**config.mk**
```make
export PLATFORM = sky130hd
export DESIGN_NAME = tun_root_step
export DESIGN_NICKNAME = d
export VERILOG_FILES = /design/src/design/tun_pkg.sv /design/src/design/tun_root_step.sv
export SDC_FILE = /design/constraint.sdc
export NUM_CORES = 2
export LEC_CHECK = 0
export BUFFER_PORTS_ARGS = -buffer_cell sky130_fd_sc_hd__buf_2
export CAP_MARGIN = 20
export CORE_AREA = 2 2 527 529
export DETAILED_ROUTE_END_ITERATION = 8
export DIE_AREA = 0 0 529 531
export PLACE_DENSITY_LB_ADDON = 0.15
export SKIP_LAST_GASP = 1
export SYNTH_ARGS = -nofsm -noshare
export SYNTH_HDL_FRONTEND = slang
export SYNTH_SLANG_ARGS = --single-unit
```
**constraint.sdc**
```tcl
create_clock -name clk -period 10.95 [get_ports clk]
set_clock_uncertainty 0.2 [all_clocks]
set_input_delay 1.095 -clock clk [delete_from_list [all_inputs] [get_ports clk]]
set_output_delay 1.095 -clock clk [all_outputs]
set_load 0.005 [all_outputs]
```
**src/design/tun_pkg.sv**
```systemverilog
// Shared constants for the triangle unit normal pipeline.
`timescale 1ns / 1ps
package tun_pkg;
    localparam int COORD_WIDTH_DEF    = 16;
    localparam int NORM_FRAC_BITS_DEF = 14;
    localparam int NUM_AXES           = 3;
    localparam int FRONT_STAGES       = 6;
endpackage

```
**src/design/tun_root_step.sv**
```systemverilog
// One digit of the rounded quotient n * 2^F / sqrt(s), for all three axes.
`timescale 1ns / 1ps
module tun_root_step
    import tun_pkg::*;
#(
    parameter int COORD_WIDTH    = COORD_WIDTH_DEF,
    parameter int NORM_FRAC_BITS = NORM_FRAC_BITS_DEF,
    parameter int STEP_BIT       = NORM_FRAC_BITS_DEF,
    localparam int EW = COORD_WIDTH + 1,
    localparam int SW = 4 * EW,
    localparam int XW = SW + 2 * NORM_FRAC_BITS + 6,
    localparam int YW = SW + NORM_FRAC_BITS + 2,
    localparam int QW = NORM_FRAC_BITS + 1
)
(
    input  logic          clk,
    input  logic          en,
    input  logic [SW-1:0] s_in,
    input  logic [XW-1:0] x_in [NUM_AXES],
    input  logic [YW-1:0] y_in [NUM_AXES],
    input  logic [QW-1:0] q_in [NUM_AXES],
    input  logic          neg_in [NUM_AXES],
    input  logic          deg_in,
    output logic [SW-1:0] s_out,
    output logic [XW-1:0] x_out [NUM_AXES],
    output logic [YW-1:0] y_out [NUM_AXES],
    output logic [QW-1:0] q_out [NUM_AXES],
    output logic          neg_out [NUM_AXES],
    output logic          deg_out
);
    // x = R - v^2*s, y = v*s with v = 2q; trial tests (v+d-1)^2*s <= R, d = 2^(b+1)
    logic [XW-1:0] xa [NUM_AXES];
    logic [XW-1:0] trial [NUM_AXES];
    logic          take [NUM_AXES];
    logic [SW-1:0] s_reg;
    logic [XW-1:0] x_reg [NUM_AXES];
    logic [YW-1:0] y_reg [NUM_AXES];
    logic [QW-1:0] q_reg [NUM_AXES];
    logic          neg_reg [NUM_AXES];
    logic          deg_reg;

    always_comb
    begin
        for (int i = 0; i < NUM_AXES; i++)
        begin
            xa[i]    = x_in[i] - (XW'(y_in[i]) << (STEP_BIT + 2))
                       - (XW'(s_in) << (2 * STEP_BIT + 2));
            trial[i] = xa[i] + (XW'(y_in[i]) << 1) + (XW'(s_in) << (STEP_BIT + 2))
                       - XW'(s_in);
            // once q reaches 2^F every larger candidate is out of range
            take[i]  = !trial[i][XW-1] && !q_in[i][QW-1];
        end
    end

    always_ff @(posedge clk)
    begin
        if (en)
        begin
            s_reg   <= s_in;
            deg_reg <= deg_in;
            for (int i = 0; i < NUM_AXES; i++)
            begin
                neg_reg[i] <= neg_in[i];
                x_reg[i]   <= take[i] ? xa[i] : x_in[i];
                y_reg[i]   <= take[i] ? y_in[i] + (YW'(s_in) << (STEP_BIT + 1)) : y_in[i];
                q_reg[i]   <= take[i] ? q_in[i] | (QW'(1) << STEP_BIT) : q_in[i];
            end
        end
    end

    assign s_out   = s_reg;
    assign x_out   = x_reg;
    assign y_out   = y_reg;
    assign q_out   = q_reg;
    assign neg_out = neg_reg;
    assign deg_out = deg_reg;
endmodule

```
==> metrics.md <==
| Metric | Value |
|---|---|
| All-Layer GR Usage | `0.292` |
| DRT Pass-1 Iters | `6` |
| Starting Density | `0.279` |
| Switching power | `0.00911 W` |
| Setup bufs post-CTS | `0` |
| Yosys top cell by area | `edfxtp_1` |
| Peak Freq | `97.1 MHz` |
| Hold Path End | `q_out[1]$_DFFE_PP_` |
| Distinct cells, synth | `92` |
| Register bit total from synthesis | `675` |
| DR vias/cell | `5.24` |
| Overall die height | `531 µm` |
| Top-count cell post-synth | `inv_1` |
| Least-Margin Pin Slew | `1.23 ns` |
| Post-Synth Simple-Gate Area | `0.105` |
| Top cells by area, synth | `edfxtp_1 26%, fa_1 16%, ha_1 15%, inv_1 5.1%, a21oi_1 4.1%` |
| Final Hold Fails | `0` |
| Post-synth top area share | `0.264` |
| P_int | `0.0103 W` |
| Logic pwr share | `0.608` |
| Synth Area in Compound Gates | `0.174` |
| Gates resized, CTS repair | `0` |
| Max_slew headroom | `0.178` |
| Core Util, Final | `0.334` |
| Largest family of logic cells by synthesized area | `adder cells` |
| Post-synthesis xor/xnor area fraction | `0.0507` |
| Buffers & Inverters on Critical Path | `7` |
| Final ANT Viol Nets | `0` |
| Min-delay src | `q_in[1]` |
| Dpl cell area | `88,800 µm²` |
| Synth Flop Type | `edfxtp_1` |
| Hpwl dp | `365,000 µm` |
| Hold buffers post-CTS | `0` |
| Worst vdd rail ir drop | `0.155 mV` |
| FP Rows | `193` |
| Clk buf depth | `4` |
| Sw Share | `0.468` |
| Layout cells sized above 1 | `0.198` |
| CTS tree | `yes` |
| Horiz. Die Dim | `529 µm` |
| Setup Viol. Count Final | `0` |
| Largest net degree at the start of global routing | `120` |
| # nets final | `11,674` |
| Avg Cell Area, Syn | `9.53 µm²` |
| WP data arrival | `10.62 ns` |
| EDFF count, synth | `675` |
| Vias in the first global route | `67,931` |
| Syn_nets | `10,292` |
| First-pass GRT wire length | `561,000 µm` |
| Core ar. | `275,000 µm²` |
| Crit path max-delay cell type | `nor3b_1` |
| H-tree levels | `3` |
| Die area | `281,000 µm²` |
| CTS Sinks | `675` |
| Crit-path max FO | `17` |
| Setup WS post-layout | `0.646 ns` |
| Setup_tns | `0 ns` |
| Pwr Density | `212 nW/µm²` |
| Clock transition at path regs | `0.06 ns` |
| Final Max Slew Viols | `0` |
| Hold/Removal Path Class | `in -> reg` |
| Critical path class | `in -> reg` |
| DR iter-0 viols | `5,462` |
| Leakage | `42.8 nW` |
| Gr ovfl total | `0` |
| Clk root buf | `clkbuf_16` |
| Flop pwr share | `0.231` |
| DRC | `0` |
| Final instance area | `91,900 µm²` |
| Via count | `68,926` |
| Ys async rst share | `0` |
| Most used cell, CP | `ha_1` |
| Crit-path leading delay family | `compound AO/OA/AOI/OAI gates` |
| Initial antenna violation count | `91` |
| Synth Area in Adders | `0.314` |
| Critical path required time | `11.27 ns` |
| Worst Setup Start Kind | `primary input` |
| Status | `finished clean` |
| Routed Wire Length | `425,000 µm` |
| GPL Wtd Cong | `0.971` |
| Post-DR wirelength/cell | `32.3 µm` |
| Sequential share of the synthesized area | `0.264` |
| Most frequent cells after synthesis | `1,047 x inv_1, 948 x ha_1, 676 x nand2_1, 675 x edfxtp_1, 624 x a21oi_1` |
| RSZ-0062 raised after global routing | `false` |
| Clock power frac | `0.161` |
| Crit path depth | `33` |
| Fin crit share | `0.941` |
| Total power | `0.0194 W` |
| CTS buffer count | `95` |
| Buffers on Ports | `1,351` |
| Pre-CTS WS | `-0.0634 ns` |
| Max cap viols | `0` |
| Number of primary I/O pins | `1,352` |
| Crit. End Element | `register` |
| Synth warnings | `0` |
| Post-route minimum period | `10.30 ns` |
| CP peak stage delay | `0.72 ns` |
| Mux contribution to synthesized area | `0.0223` |
| Hold path depth | `1` |
| Mapped cell area | `76,800 µm²` |
| Number of cells produced by synthesis | `8,055` |
| Syn-to-layout area delta | `19.7%` |
==> how the worst max path moves through the flow <==
| stage | startpoint | endpoint | slack, ns |
|---|---|---|---|
| floorplan | s_in[1] | y_out[51]$_DFFE_PP_ | 2.59 |
| global placement | s_in[5] | y_out[16]$_DFFE_PP_ | -0.007 |
| detailed placement | s_in[5] | y_out[16]$_DFFE_PP_ | -0.06 |
| CTS | s_in[5] | y_out[16]$_DFFE_PP_ | 0.76 |
| global route | s_in[5] | y_out[16]$_DFFE_PP_ | 0.33 |
| finish | s_in[5] | y_out[16]$_DFFE_PP_ | 0.65 |
==> cell families (layout without fill, tap and decap cells) <==
logic type / Yosys count / count (layout)
AO/OA/AOI/OAI: 2156 / 2156
AND/OR/NAND/NOR: 1699 / 1699
flip-flops: 675 / 675
other: 0 / 48
adder cells (fa/ha/maj): 1560 / 1560
buffers and inverters: 1380 / 2833
XOR/XNOR: 444 / 444
multiplexers: 141 / 141
==> registers in the layout (all words and copies together), names as in the netlist <==
name and cells:
neg_out 3, s_out 68, q_out 45, y_out 252, deg_out 1, x_out 306
==> cells in the final DEF, fill, tap and decap left out, types with 141 or more instances in the layout <==
cell type and count:
ha_1 948, a21oi_1 624, nor2_1 313, xor2_1 176
buf_4 250, inv_1 1047, nand4_1 181, nand2_1 676
buf_2 1351, nand3_1 141, fa_1 612, xnor2_1 267
edfxtp_1 675, o21ai_0 582, a21o_1 319
==> per-layer routing <==
metal | vias to the layer above | global-route usage | routed length (µm)
met4 | 30 | 0.148 | 23800
met1 | 34314 | 0.349 | 168000
met3 | 545 | 0.0425 | 24400
met5 | - | 0 | 208
li1 | 31208 | - | -
met2 | 2829 | 0.507 | 208000
==> power groups by stage <==
stage / clock network [W] / logic [W] / registers, W
after floorplan: 0 / 0.00678 / 0.00432
after global placement: 0 / 0.0116 / 0.00458
after detailed placement: 0 / 0.0117 / 0.00454
after CTS: 0.00321 / 0.0118 / 0.00452
after global routing: 0.00329 / 0.0130 / 0.00454
final: 0.00312 / 0.0118 / 0.00450
==> final cells by class <==
type | count | area, µm²
fillers | 28911 | 183000
multi-input cells | 6000 | 51100
flip-flops and latches | 675 | 20300
repair buffers | 1618 | 8970
well taps | 3607 | 4510
inverters | 1047 | 3930
clock buffers | 110 | 2480
clock inverters | 58 | 523
diodes | 48 | 120
==> stage by stage <==
stage | hold slack [ns] | instances
after global placement | 1.07 | 12946
after floorplan | 0.994 | 8055
final | 0.236 | 13163
after detailed placement | 1.07 | 12946
after CTS | 0.173 | 13114
after global routing | 0.198 | 13131
Note: power is estimated with default switching activity, not from simulation.
